## src/rtl/tws_ram.sv

```systemverilog
// Generic single-port synchronous RAM with registered read data.
// No dependencies.
`default_nettype none

module tws_ram #(
    parameter int WIDTH = 8,
    parameter int DEPTH = 256
) (
    input  wire logic                     aclk,
    input  wire logic                     we,
    input  wire logic [$clog2(DEPTH)-1:0] addr,
    input  wire logic [WIDTH-1:0]         wdata,
    output logic      [WIDTH-1:0]         rdata
);

    logic [WIDTH-1:0] mem [DEPTH];

    // Write, with the read data registered
    always_ff @(posedge aclk) begin
        if (we) begin
            mem[addr] <= wdata;
        end
        rdata <= mem[addr];
    end

endmodule

`default_nettype wire

```

## config.mk

```make
export PLATFORM = sky130hd
export DESIGN_NAME = tws_ram
export DESIGN_NICKNAME = d
export VERILOG_FILES = /design/src/rtl/tws_ram.sv
export SDC_FILE = /design/constraint.sdc
export NUM_CORES = 2
export LEC_CHECK = 0
export BUFFER_PORTS_ARGS = -buffer_cell sky130_fd_sc_hd__buf_4
export CORE_ASPECT_RATIO = 1.2
export CORE_UTILIZATION = 37
export CTS_CLUSTER_DIAMETER = 50
export DETAILED_ROUTE_END_ITERATION = 6
export PLACE_DENSITY = 0.62
export SLEW_MARGIN = 15
export SYNTH_ARGS = -nofsm -noshare
export SYNTH_HDL_FRONTEND = slang
export SYNTH_SLANG_ARGS = --single-unit
```

## constraint.sdc

```tcl
create_clock -name aclk -period 6.5 [get_ports aclk]
set_input_delay 0.975 -clock aclk [delete_from_list [all_inputs] [get_ports aclk]]
set_output_delay 0.975 -clock aclk [all_outputs]
set_load 0.01 [all_outputs]
```

==> flow_summary.rst <==
.. list-table::
   :header-rows: 1

   * - Metric
     - Value
   * - Outcome
     - finished clean
   * - Max-slew violations
     - 0
   * - Final period utilization
     - 58.0%
   * - CTS root buf
     - sky130_fd_sc_hd__clkbuf_16
   * - Number of warnings reported in the yosys synthesis log
     - 0
   * - Static Leakage
     - 26.2 nW
   * - Area Growth Syn to Fin
     - 12.0%
   * - Clock insertion delay at the later pin of the skew report
     - 0.83 ns
   * - Minimum setup slack among reg-to-reg paths
     - 3.84 ns
   * - Cells on worst reg2reg path
     - 5
   * - Buffer depth of the longest clock path
     - 3
   * - Hold buffer count at CTS
     - 0
   * - Post-Route Skew
     - 0.0239 ns
   * - Number of buffers added for setup after CTS
     - 0
   * - Power density over the cells
     - 299 mW/mm²
   * - Worst r2r dst
     - rdata[5]
   * - Netlist area before placement
     - 0.0785 mm²
   * - Launch point of the worst hold path
     - wdata[5]
   * - Count of max-cap constraint violations
     - 0
   * - Die X
     - 422 µm
   * - Effective utilization at floorplan
     - 37.3%
   * - Share of total power in the clock network
     - 39.7%
   * - Post-synth top flop
     - sky130_fd_sc_hd__edfxtp_1
   * - Worst-path fanout max
     - 70
   * - Number of detailed-routing iterations run before antenna repair
     - 5
   * - Mapped Nets
     - 3565
   * - CP max stage cell
     - sky130_fd_sc_hd__o41ai_1
   * - Post-synth top area cell
     - sky130_fd_sc_hd__edfxtp_1
   * - Placer's final routability congestion estimate
     - 0.800
   * - Via count of the first global-routing pass
     - 38000
   * - Wire length per cell
     - 28.7 µm
   * - Aggregate global-route resource usage
     - 17.6%
   * - CP Data Arrival Time
     - 4.45 ns
   * - Final Hold Viols
     - 0
   * - Most numerous cell types in the synthesized netlist
     - sky130_fd_sc_hd__edfxtp_1 (2048), sky130_fd_sc_hd__mux4_2 (512), sky130_fd_sc_hd__a22oi_1 (256)
   * - Max-Slew Margin vs Limit
     - 15.5%
   * - Seq cells post-synth
     - 2056
   * - Hold Path Stages
     - 1
   * - Relative contribution of combinational cells to total power
     - 4.6%
   * - TritonCTS clock tree
     - yes
   * - Floorplan die height
     - 507 µm
   * - Switching power summed over all nets
     - 5.53 mW
   * - DR vias/cell
     - 5.60
   * - Number of resized instances in the post-cts repair step
     - 0
   * - Initial antenna violation count
     - 6
   * - Residual antenna-violating net count after detailed routing
     - 0
   * - Average cell area after synthesis
     - 22.1 µm²
   * - Largest incremental delay on the critical path
     - 0.80 ns
   * - Residual overflow from global routing
     - 0
   * - Area share of the largest cell type after synthesis
     - 78.3%
   * - Finish-stage setup viols
     - 0
   * - Switching Fraction
     - 21.1%
   * - Fill count
     - 17907
   * - Slew at the pin with the worst max-slew slack
     - 1.27 ns
   * - Largest net degree at the start of global routing
     - 169
   * - RSZ-0062 raised after global routing
     - false
   * - Classification of the worst setup path
     - input pin to flip-flop
   * - Num CTS Buffers
     - 181
   * - Gate count of the mapped netlist
     - 3547
   * - DPL Wire Length
     - 111000 µm
   * - Number of distinct library cell variants in the gate-level netlist after synthesis
     - 22
   * - First-iteration detailed-routing DRC count
     - 3502
   * - Pre-CTS worst setup slack
     - 1.70 ns
   * - Maximum vdd drop
     - 0.000216 V
   * - Clock edge transition at the registers on the reported setup and hold paths
     - 0.07 ns
   * - Number of remaining DRC errors
     - 0
   * - Final Total Pwr
     - 26.3 mW
   * - Nets
     - 3658
   * - Worst Setup Slack, final
     - 2.73 ns
   * - Post-route setup TNS
     - 0 ns
   * - Worst Hold Path EP
     - mem[107][5]
   * - Fmax
     - 265 MHz
   * - Share of synthesized area occupied by flip-flops and latches
     - 78.6%
   * - Required time of the critical path
     - 7.18 ns
   * - Critical Path Start Type
     - input pin
   * - First-pass GRT wire length
     - 274000 µm
   * - Pint
     - 20.7 mW
   * - Total Die Area
     - 0.214 mm²
   * - Aggregate routed wire length
     - 189000 µm
   * - Count of flip-flops with a built-in enable after synthesis
     - 2048
   * - Top-level I/O count
     - 26
   * - RR Startpoint
     - mem[91][5]
   * - Site Rows
     - 184
   * - Tmin final
     - 3.77 ns
   * - Hold Path Class
     - input pin to flip-flop
   * - Most common cell in the synthesized netlist
     - sky130_fd_sc_hd__edfxtp_1
   * - Cell types occupying the most area after synthesis
     - sky130_fd_sc_hd__edfxtp_1 (78%), sky130_fd_sc_hd__mux4_2 (15%), sky130_fd_sc_hd__a22oi_1 (2.4%)
   * - TritonCTS Sinks
     - 2056
   * - Ordered cell list for the critical path
     - buf_8 -> buf_12 -> mux4_2 -> a22oi_1 -> a21oi_1 -> o41ai_1 -> nand4_1
   * - Maximum level of the CTS H-tree
     - 4
   * - Area of the core
     - 0.210 mm²
   * - Async S/R FF share, synth
     - 0%
   * - PortBufs
     - 25
   * - Fraction of final layout cells with drive strength greater than 1
     - 24.0%
   * - Vias after detailed routing
     - 36840
   * - Setup crit end kind
     - flip-flop
   * - Register share of total power
     - 55.8%
## per-layer routing
layer / up-vias / routed length (µm) / share of wire [%] / GRT usage [%]
li1: 15239 / - / - / -
met1: 19879 / 73500 / 39 / 22.3
met2: 1378 / 95100 / 50 / 29.7
met3: 338 / 13000 / 6.9 / 3.59
met4: 6 / 7320 / 3.9 / 6.75
met5: - / 41 / 0.022 / 0
## final cells by class
class / instances / area, µm² / share of cell area (%)
multi-input combinational: 1258 / 15800 / 18.0
tap: 2790 / 3490 / 3.97
inverter: 1 / 3.75 / 0.00427
sequential: 2056 / 61700 / 70.2
antenna: 2 / 5.00 / 0.00569
timing repair buffer: 142 / 1300 / 1.48
clock inverter: 89 / 771 / 0.877
clock buffer: 237 / 4840 / 5.51
## worst max path at each step
stage / cells past startpoint / from / endpoint / slack, ns
floorplan: 9 / addr[1] / mem[111][0] / 3.31
global placement: 7 / addr[0] / rdata[0] / 1.47
detailed placement: 8 / addr[0] / rdata[5] / 1.70
CTS: 8 / addr[0] / rdata[5] / 2.58
global route: 8 / addr[0] / rdata[5] / 2.45
finish: 7 / addr[0] / rdata[7] / 2.73
## registers in the layout, summed over array words and instances, names as in the netlist
register  flops
mem        2048
rdata         8
## critical path: cells and delay by family
kind | cells | cell delay [ns]
buffers and inverters | 2 | 1.01
AOI/OAI and AO/OA | 3 | 1.35
and+or+nand+nor | 1 | 0.15
muxes | 1 | 0.64
## layout by cell type, fill, tap and decap left out, types with 4 or more instances in the layout
master,count
sky130_fd_sc_hd__a21oi_1,128
sky130_fd_sc_hd__a22oi_1,256
sky130_fd_sc_hd__buf_12,13
sky130_fd_sc_hd__buf_4,119
sky130_fd_sc_hd__buf_8,10
sky130_fd_sc_hd__bufinv_16,11
sky130_fd_sc_hd__clkbuf_1,50
sky130_fd_sc_hd__clkbuf_16,185
sky130_fd_sc_hd__clkinv_1,38
sky130_fd_sc_hd__clkinv_2,24
sky130_fd_sc_hd__dfxtp_1,8
sky130_fd_sc_hd__edfxtp_1,2048
sky130_fd_sc_hd__inv_6,7
sky130_fd_sc_hd__mux4_2,512
sky130_fd_sc_hd__nand2_1,28
sky130_fd_sc_hd__nand2b_1,4
sky130_fd_sc_hd__nand3_1,13
sky130_fd_sc_hd__nand4_1,8
sky130_fd_sc_hd__nor2_1,231
sky130_fd_sc_hd__nor2b_1,5
sky130_fd_sc_hd__nor3_1,26
sky130_fd_sc_hd__nor3_2,4
sky130_fd_sc_hd__o41ai_1,28
sky130_fd_sc_hd__o41ai_2,4
## power groups by stage
stage          clock [mW]  sequential [mW]  combinational, mW
2_1_floorplan           0             14.9              0.649
3_3_place_gp            0             14.9               1.19
3_5_place_dp            0             14.9               1.21
4_1_cts              10.6             14.6               1.21
5_1_grt              11.0             14.6               1.26
6_report             10.4             14.6               1.20
## through the flow
stage	area (µm²)	hold WS [ns]	util, %	instances
after floorplan	78500	0.819	-	3547
after global placement	82300	0.938	39.1	6247
after detailed placement	82300	0.912	39.1	6247
after CTS	87900	0.620	41.8	6573
after global routing	87900	0.635	41.8	6575
final	87900	0.631	41.8	6575
## cell families (layout without fill, tap and decap cells)
logic type / Yosys count / after routing / share of synthesized area (%)
buf+inv: 233 / 469 / 1.40
compound gates: 416 / 416 / 3.62
simple gates: 330 / 330 / 1.73
flops: 2056 / 2056 / 78.6
mux: 512 / 512 / 14.7
other cells: 0 / 2 / 0
Power figures use the tool's default switching activity.
