==> src/rtl/tws_pkg.sv <==
// Package for the trie word store: sizes, kind codes, state codes and the
// memory request and status structs. No dependencies.
`default_nettype none

package tws_pkg;

    // Node pool and alphabet
    localparam int NODES      = 1024;
    localparam int ALPHABET   = 26;
    localparam int NODE_W     = $clog2(NODES);
    localparam int USED_W     = $clog2(NODES + 1);
    localparam int LINK_DEPTH = NODES * ALPHABET;
    localparam int LINK_AW    = $clog2(LINK_DEPTH);

    // Fixed field widths
    localparam int KIND_W   = 2;
    localparam int LETTER_W = 5;

    // Operation codes; code 3 behaves as a prefix search
    localparam logic [KIND_W-1:0] KIND_INSERT = 2'd0;
    localparam logic [KIND_W-1:0] KIND_SEARCH = 2'd1;
    localparam logic [KIND_W-1:0] KIND_PREFIX = 2'd2;

    // Sequencer states, one-hot
    typedef enum logic [5:0] {
        ST_CLEAR  = 6'b000001,
        ST_IDLE   = 6'b000010,
        ST_LINK   = 6'b000100,
        ST_FINISH = 6'b001000,
        ST_MARK   = 6'b010000,
        ST_EMIT   = 6'b100000
    } tws_state_t;

    // Child link memory port
    typedef struct packed {
        logic               we;
        logic [LINK_AW-1:0] addr;
        logic [NODE_W-1:0]  wdata;
    } link_req_t;

    // End-of-word mark memory port
    typedef struct packed {
        logic              we;
        logic [NODE_W-1:0] addr;
        logic              wdata;
    } mark_req_t;

    // Status seen by the top level
    typedef struct packed {
        logic              clearing;
        logic [USED_W-1:0] nodes_used;
    } tws_status_t;

    // Slot of a child link: node * ALPHABET + letter
    function automatic logic [LINK_AW-1:0] link_addr(input logic [NODE_W-1:0] node,
                                                    input logic [LETTER_W-1:0] code);
        logic [LINK_AW-1:0] prod;
        prod = LINK_AW'(node) * LINK_AW'(ALPHABET);
        return prod + LINK_AW'(code);
    endfunction

endpackage

`default_nettype wire

==> src/rtl/tws_walker.sv <==
// Sequencer of the trie word store: clearing pass, cursor walk, node
// allocation, result logic and output register. Uses tws_pkg.
`default_nettype none

module tws_walker (
    input  wire logic                         aclk,
    input  wire logic                         aresetn,
    input  wire logic                         s_valid,
    output logic                              s_ready,
    input  wire logic [tws_pkg::KIND_W-1:0]   s_kind,
    input  wire logic [tws_pkg::LETTER_W-1:0] s_letter,
    input  wire logic                         s_has_letter,
    input  wire logic                         s_last,
    output logic                              m_valid,
    input  wire logic                         m_ready,
    output logic                              m_found,
    output logic                              m_status,
    output tws_pkg::link_req_t                link_req,
    input  wire logic [tws_pkg::NODE_W-1:0]   link_rdata,
    output tws_pkg::mark_req_t                mark_req,
    input  wire logic                         mark_rdata,
    output tws_pkg::tws_status_t              status
);
    import tws_pkg::*;

    tws_state_t          state_reg, state_next;
    logic [LINK_AW-1:0]  clr_idx_reg, clr_idx_next;
    logic [NODE_W-1:0]   cursor_reg, cursor_next;
    logic                broken_reg, broken_next;
    logic [USED_W-1:0]   used_reg, used_next;
    logic [KIND_W-1:0]   kind_reg, kind_next;
    logic                last_reg, last_next;
    logic [LINK_AW-1:0]  slot_reg, slot_next;
    logic                res_found_reg, res_found_next;
    logic                res_status_reg, res_status_next;
    logic                m_valid_reg, m_valid_next;
    logic                m_found_reg, m_found_next;
    logic                m_status_reg, m_status_next;

    logic                letter_ok;
    logic                walk;
    logic [LINK_AW-1:0]  in_slot;

    assign letter_ok = (32'(s_letter) < 32'(ALPHABET));
    assign walk      = s_has_letter && letter_ok && !broken_reg;
    assign in_slot   = link_addr(cursor_reg, s_letter);

    assign s_ready  = (state_reg == ST_IDLE);
    assign m_valid  = m_valid_reg;
    assign m_found  = m_found_reg;
    assign m_status = m_status_reg;

    assign status.clearing   = (state_reg == ST_CLEAR);
    assign status.nodes_used = used_reg;

    // Next-state logic and memory requests
    always_comb begin
        state_next      = state_reg;
        clr_idx_next    = clr_idx_reg;
        cursor_next     = cursor_reg;
        broken_next     = broken_reg;
        used_next       = used_reg;
        kind_next       = kind_reg;
        last_next       = last_reg;
        slot_next       = slot_reg;
        res_found_next  = res_found_reg;
        res_status_next = res_status_reg;
        m_valid_next    = m_valid_reg;
        m_found_next    = m_found_reg;
        m_status_next   = m_status_reg;

        link_req.we    = 1'b0;
        link_req.addr  = slot_reg;
        link_req.wdata = '0;
        mark_req.we    = 1'b0;
        mark_req.addr  = cursor_reg;
        mark_req.wdata = 1'b0;

        // Output register drains independently
        if (m_valid_reg && m_ready) begin
            m_valid_next = 1'b0;
        end

        case (state_reg)
            ST_CLEAR: begin
                // Zero every link, and every mark in the low part of the sweep
                link_req.we   = 1'b1;
                link_req.addr = clr_idx_reg;
                mark_req.addr = clr_idx_reg[NODE_W-1:0];
                mark_req.we   = (clr_idx_reg < LINK_AW'(NODES));
                clr_idx_next  = clr_idx_reg + 1'b1;
                if (clr_idx_reg == LINK_AW'(LINK_DEPTH - 1)) begin
                    state_next = ST_IDLE;
                end
            end
            ST_IDLE: begin
                // Take a transaction; a walking letter reads its child link
                link_req.addr = in_slot;
                if (s_valid) begin
                    kind_next = s_kind;
                    last_next = s_last;
                    slot_next = in_slot;
                    if (walk) begin
                        state_next = ST_LINK;
                    end else if (s_last) begin
                        state_next = ST_FINISH;
                    end
                end
            end
            ST_LINK: begin
                // Follow the child, grow a node on insert, or break the path
                if (link_rdata != '0) begin
                    cursor_next = link_rdata;
                end else if (kind_reg == KIND_INSERT && used_reg < USED_W'(NODES)) begin
                    link_req.we    = 1'b1;
                    link_req.wdata = used_reg[NODE_W-1:0];
                    cursor_next    = used_reg[NODE_W-1:0];
                    used_next      = used_reg + 1'b1;
                end else begin
                    broken_next = 1'b1;
                end
                state_next = last_reg ? ST_FINISH : ST_IDLE;
            end
            ST_FINISH: begin
                res_status_next = 1'b0;
                state_next      = ST_EMIT;
                case (kind_reg)
                    KIND_INSERT: begin
                        if (broken_reg) begin
                            res_found_next  = 1'b0;
                            res_status_next = 1'b1;
                        end else begin
                            mark_req.we    = 1'b1;
                            mark_req.wdata = 1'b1;
                            res_found_next = 1'b1;
                        end
                    end
                    KIND_SEARCH: begin
                        // Intact path: read the mark of the cursor node
                        res_found_next = 1'b0;
                        if (!broken_reg) begin
                            state_next = ST_MARK;
                        end
                    end
                    default: begin
                        res_found_next = !broken_reg;
                    end
                endcase
            end
            ST_MARK: begin
                res_found_next = mark_rdata;
                state_next     = ST_EMIT;
            end
            ST_EMIT: begin
                // Load the result once the output register is free
                if (!m_valid_reg || m_ready) begin
                    m_valid_next  = 1'b1;
                    m_found_next  = res_found_reg;
                    m_status_next = res_status_reg;
                    cursor_next   = '0;
                    broken_next   = 1'b0;
                    state_next    = ST_IDLE;
                end
            end
            default: begin
                state_next = ST_CLEAR;
            end
        endcase
    end

    // Control registers
    always_ff @(posedge aclk) begin
        if (!aresetn) begin
            state_reg   <= ST_CLEAR;
            clr_idx_reg <= '0;
            cursor_reg  <= '0;
            broken_reg  <= 1'b0;
            used_reg    <= USED_W'(1);
            m_valid_reg <= 1'b0;
        end else begin
            state_reg   <= state_next;
            clr_idx_reg <= clr_idx_next;
            cursor_reg  <= cursor_next;
            broken_reg  <= broken_next;
            used_reg    <= used_next;
            m_valid_reg <= m_valid_next;
        end
    end

    // Payload registers
    always_ff @(posedge aclk) begin
        kind_reg       <= kind_next;
        last_reg       <= last_next;
        slot_reg       <= slot_next;
        res_found_reg  <= res_found_next;
        res_status_reg <= res_status_next;
        m_found_reg    <= m_found_next;
        m_status_reg   <= m_status_next;
    end

endmodule

`default_nettype wire

==> config.mk <==
export PLATFORM = sky130hd
export DESIGN_NAME = tws_walker
export DESIGN_NICKNAME = d
export VERILOG_FILES = /design/src/rtl/tws_pkg.sv /design/src/rtl/tws_walker.sv
export SDC_FILE = /design/constraint.sdc
export NUM_CORES = 1
export LEC_CHECK = 0
export ABC_AREA = 1
export BUFFER_PORTS_ARGS = -buffer_cell sky130_fd_sc_hd__buf_2
export CAP_MARGIN = 25
export CELL_PAD_IN_SITES_DETAIL_PLACEMENT = 0
export CELL_PAD_IN_SITES_GLOBAL_PLACEMENT = 1
export CORE_MARGIN = 1.5
export CORE_UTILIZATION = 44
export DETAILED_ROUTE_END_ITERATION = 8
export PLACE_DENSITY_LB_ADDON = 0.25
export SETUP_SLACK_MARGIN = 0.4
export SYNTH_ARGS = -nofsm -noshare
export SYNTH_HDL_FRONTEND = slang
export SYNTH_SLANG_ARGS = --single-unit
==> constraint.sdc <==
create_clock -name aclk -period 8.94 [get_ports aclk]
set_input_delay 1.341 -clock aclk [delete_from_list [all_inputs] [get_ports aclk]]
set_output_delay 1.341 -clock aclk [all_outputs]
set_load 0.01 [all_outputs]
==> metrics.txt <==
Final WS setup 4.12 ns; most common cell after layout, fill and taps aside nand2_1; Setup-failing EPs final 0; Placer Congestion 0.859; Async SR Flop Fraction 0%; Die Ht 105 um; pre-CTS WS 4.40 ns; Routed WL per cell 13.8 um; H-tree Lvls 3; vias in the first global route 4020; Worst R2R Path Depth 14; synth warn 0; post-route ant nets 0; DRT iter0 DRCs 196; Crit path buffers/inverters 3; RSZ-0062 raised after global routing no; CP dominant cell by count nand2_1; Final Hold Viols 0; syn nets 698; I/O pin cnt 78; min-delay worst type reg2reg; # hold bufs at CTS 0; delay-heaviest family, CP adder cells; Initial Utilization 45.0%; crit path from cursor_reg[4]$_SDFFE_PN0P_; number of synthesized flops with an enable pin 22; Highest Clock Rate 0.208 GHz; clock buffer count from CTS 9; critical path endpoint link_req[24]; Post-CTS Resized 0; Netlist cell types 42; setup slack, reg-to-reg 5.71 ns; gr usage total 22.0%; Reg-to-Reg Start cursor_reg[4]$_SDFFE_PN0P_; vias per cell 5.01; RR Endpoint slot_reg[14]$_DFFE_PP_; Worst Tran Pin Value 0.708 ns; arrival time worst endpoint 3.48 ns; area growth from synthesis to layout 15.8%; Syn Inst Count 636; CP Cell Sequence ha_1 > inv_1 > fa_1 > inv_1 > ha_1 > a21oi_1 > nor2_1 > nor2_1 > nand2_1 > nand2_1 > nand2_1 > nor2_1 > nand3_1 > nand2_1 > nand3_1 > nand2_1 > buf_2; Final HPWL DP 9310 um; clock skew 0.0166 ns; core area 0.0102 mm2; Cell Area, Synth 0.00460 mm2; Pins Over Slew Limit 0; Slowest-stage cell, CP fa_1; Routed WL 11800 um; CP startpoint kind flip-flop; total power draw 664 uW; maxcap violations 0; num rows 37; critical hold path startpoint res_found_reg$_DFFE_PP_; Final Cycle Share 53.9%; post-synthesis sequential area ratio 33.5%; layout cells sized above 1 17.8%; CP Data Required Time 7.60 ns; Tmin final 4.82 ns; Max stage delay on crit path 0.49 ns; grt ovf 0; initial antenna violation count 0; die area 0.0111 mm2; clock tree buffer depth 2; Worst Path Class, Setup reg2out; post-CTS setup buffer count 0; CP Capture Type output pin; Syn Area/Cell 7.24 um2; run status completed; root buf cell clkbuf_8; Total Nets Final 777; Leak Pwr 0.00256 uW; largest net degree at the start of global routing 28; vias 4291; Die W 105 um; CTS tree done; Slew HR 52.7%; Worst-Skew Late Latency 0.34 ns; VDD IR max 0.0849 mV; first-pass GRT wire length 19400 um; DRC 0; Worst path depth 17; PortBufs 77; register bit total from synthesis 66; # diodes 0; CP Max Fanout 5; Initial DRT Pass Iterations 5; clock transition at the registers of the reported paths 0.08 ns; most frequent cells in the layout 139 x nand2_1, 113 x inv_1, 77 x buf_2; Post-Route Setup TNS 0 ns; Pwr Density 125 mW/mm2; clk sinks 66; predominant post-synthesis flop cell dfxtp_1
==> where the power goes <==
| part | leakage (uW) | switching [uW] | internal, uW |
|---|---|---|---|
| logic | 0.00191 | 51.0 | 28.4 |
| clock network | 0.000101 | 123 | 146 |
| registers | 0.000557 | 3.95 | 312 |
==> cell usage after synthesis (2+ instances only) <==
| master | instances | area share [%] |
|---|---|---|
| a211oi_1 | 6 | 0.98 |
| a21o_1 | 2 | 0.33 |
| a21oi_1 | 45 | 4.9 |
| a221o_1 | 2 | 0.43 |
| a31o_2 | 2 | 0.38 |
| and2_1 | 4 | 0.54 |
| buf_1 | 2 | 0.16 |
| clkbuf_1 | 7 | 0.57 |
| dfxtp_1 | 44 | 19 |
| edfxtp_1 | 22 | 14 |
| fa_1 | 8 | 3.5 |
| ha_1 | 30 | 8.2 |
| inv_1 | 113 | 9.2 |
| inv_2 | 4 | 0.33 |
| nand2_1 | 139 | 11 |
| nand2_2 | 2 | 0.27 |
| nand2_4 | 3 | 0.73 |
| nand3_1 | 40 | 4.3 |
| nand3_2 | 2 | 0.43 |
| nand3b_1 | 3 | 0.49 |
| nand4_1 | 11 | 1.5 |
| nand4_2 | 2 | 0.54 |
| nor2_1 | 52 | 4.2 |
| nor2_2 | 7 | 0.95 |
| nor2_4 | 7 | 1.7 |
| nor3_1 | 7 | 0.76 |
| nor3_2 | 2 | 0.43 |
| nor4_1 | 3 | 0.41 |
| o211ai_1 | 7 | 1.1 |
| o21a_1 | 2 | 0.33 |
| o21ai_0 | 37 | 4.0 |
| o21bai_1 | 2 | 0.33 |
| or2_2 | 3 | 0.41 |
| xnor2_1 | 2 | 0.38 |
| xor2_1 | 5 | 0.95 |
==> worst min-delay path by stage <==
stage	end	depth (start not counted)
after floorplan	m_found$_DFFE_PP_	0
after global placement	m_status$_DFFE_PP_	0
after detailed placement	m_found$_DFFE_PP_	0
after CTS	m_status$_DFFE_PP_	0
after global routing	m_found$_DFFE_PP_	0
final	m_found$_DFFE_PP_	0
==> logic make-up after synthesis <==
group,share of synthesized area [%]
flip-flops,33.5
adder cells (fa/ha/maj),11.6
buffers and inverters,10.6
AO/OA/AOI/OAI,13.3
XOR/XNOR,1.33
AND/OR/NAND/NOR,29.6
==> cell type report <==
cell class	instances	area, um2
Sequential cell	66	1540
Multi-Input combinational cell	442	2570
Timing Repair Buffer	78	393
Tap cell	136	170
Clock buffer	11	153
Fill cell	1055	4900
Inverter	118	443
Clock inverter	5	58.8
==> layer usage <==
| layer | track usage (%) | share of wire [%] | vias up |
|---|---|---|---|
| met5 | 0 | 0 | - |
| met4 | 5.19 | 1.0 | 0 |
| met3 | 3.90 | 4.3 | 12 |
| met2 | 36.2 | 46 | 95 |
| met1 | 30.2 | 49 | 1956 |
| li1 | - | - | 2228 |
==> stage by stage <==
stage	instance area [um2]	utilization [%]	hold WS, ns	std cells
3_5_place_dp	5120	50.1	0.414	840
4_1_cts	5330	52.1	0.429	856
3_3_place_gp	5120	50.1	0.404	840
5_1_grt	5330	52.1	0.434	856
6_report	5330	52.1	0.431	856
2_1_floorplan	4600	-	0.400	636
Power figures use the tool's default switching activity.
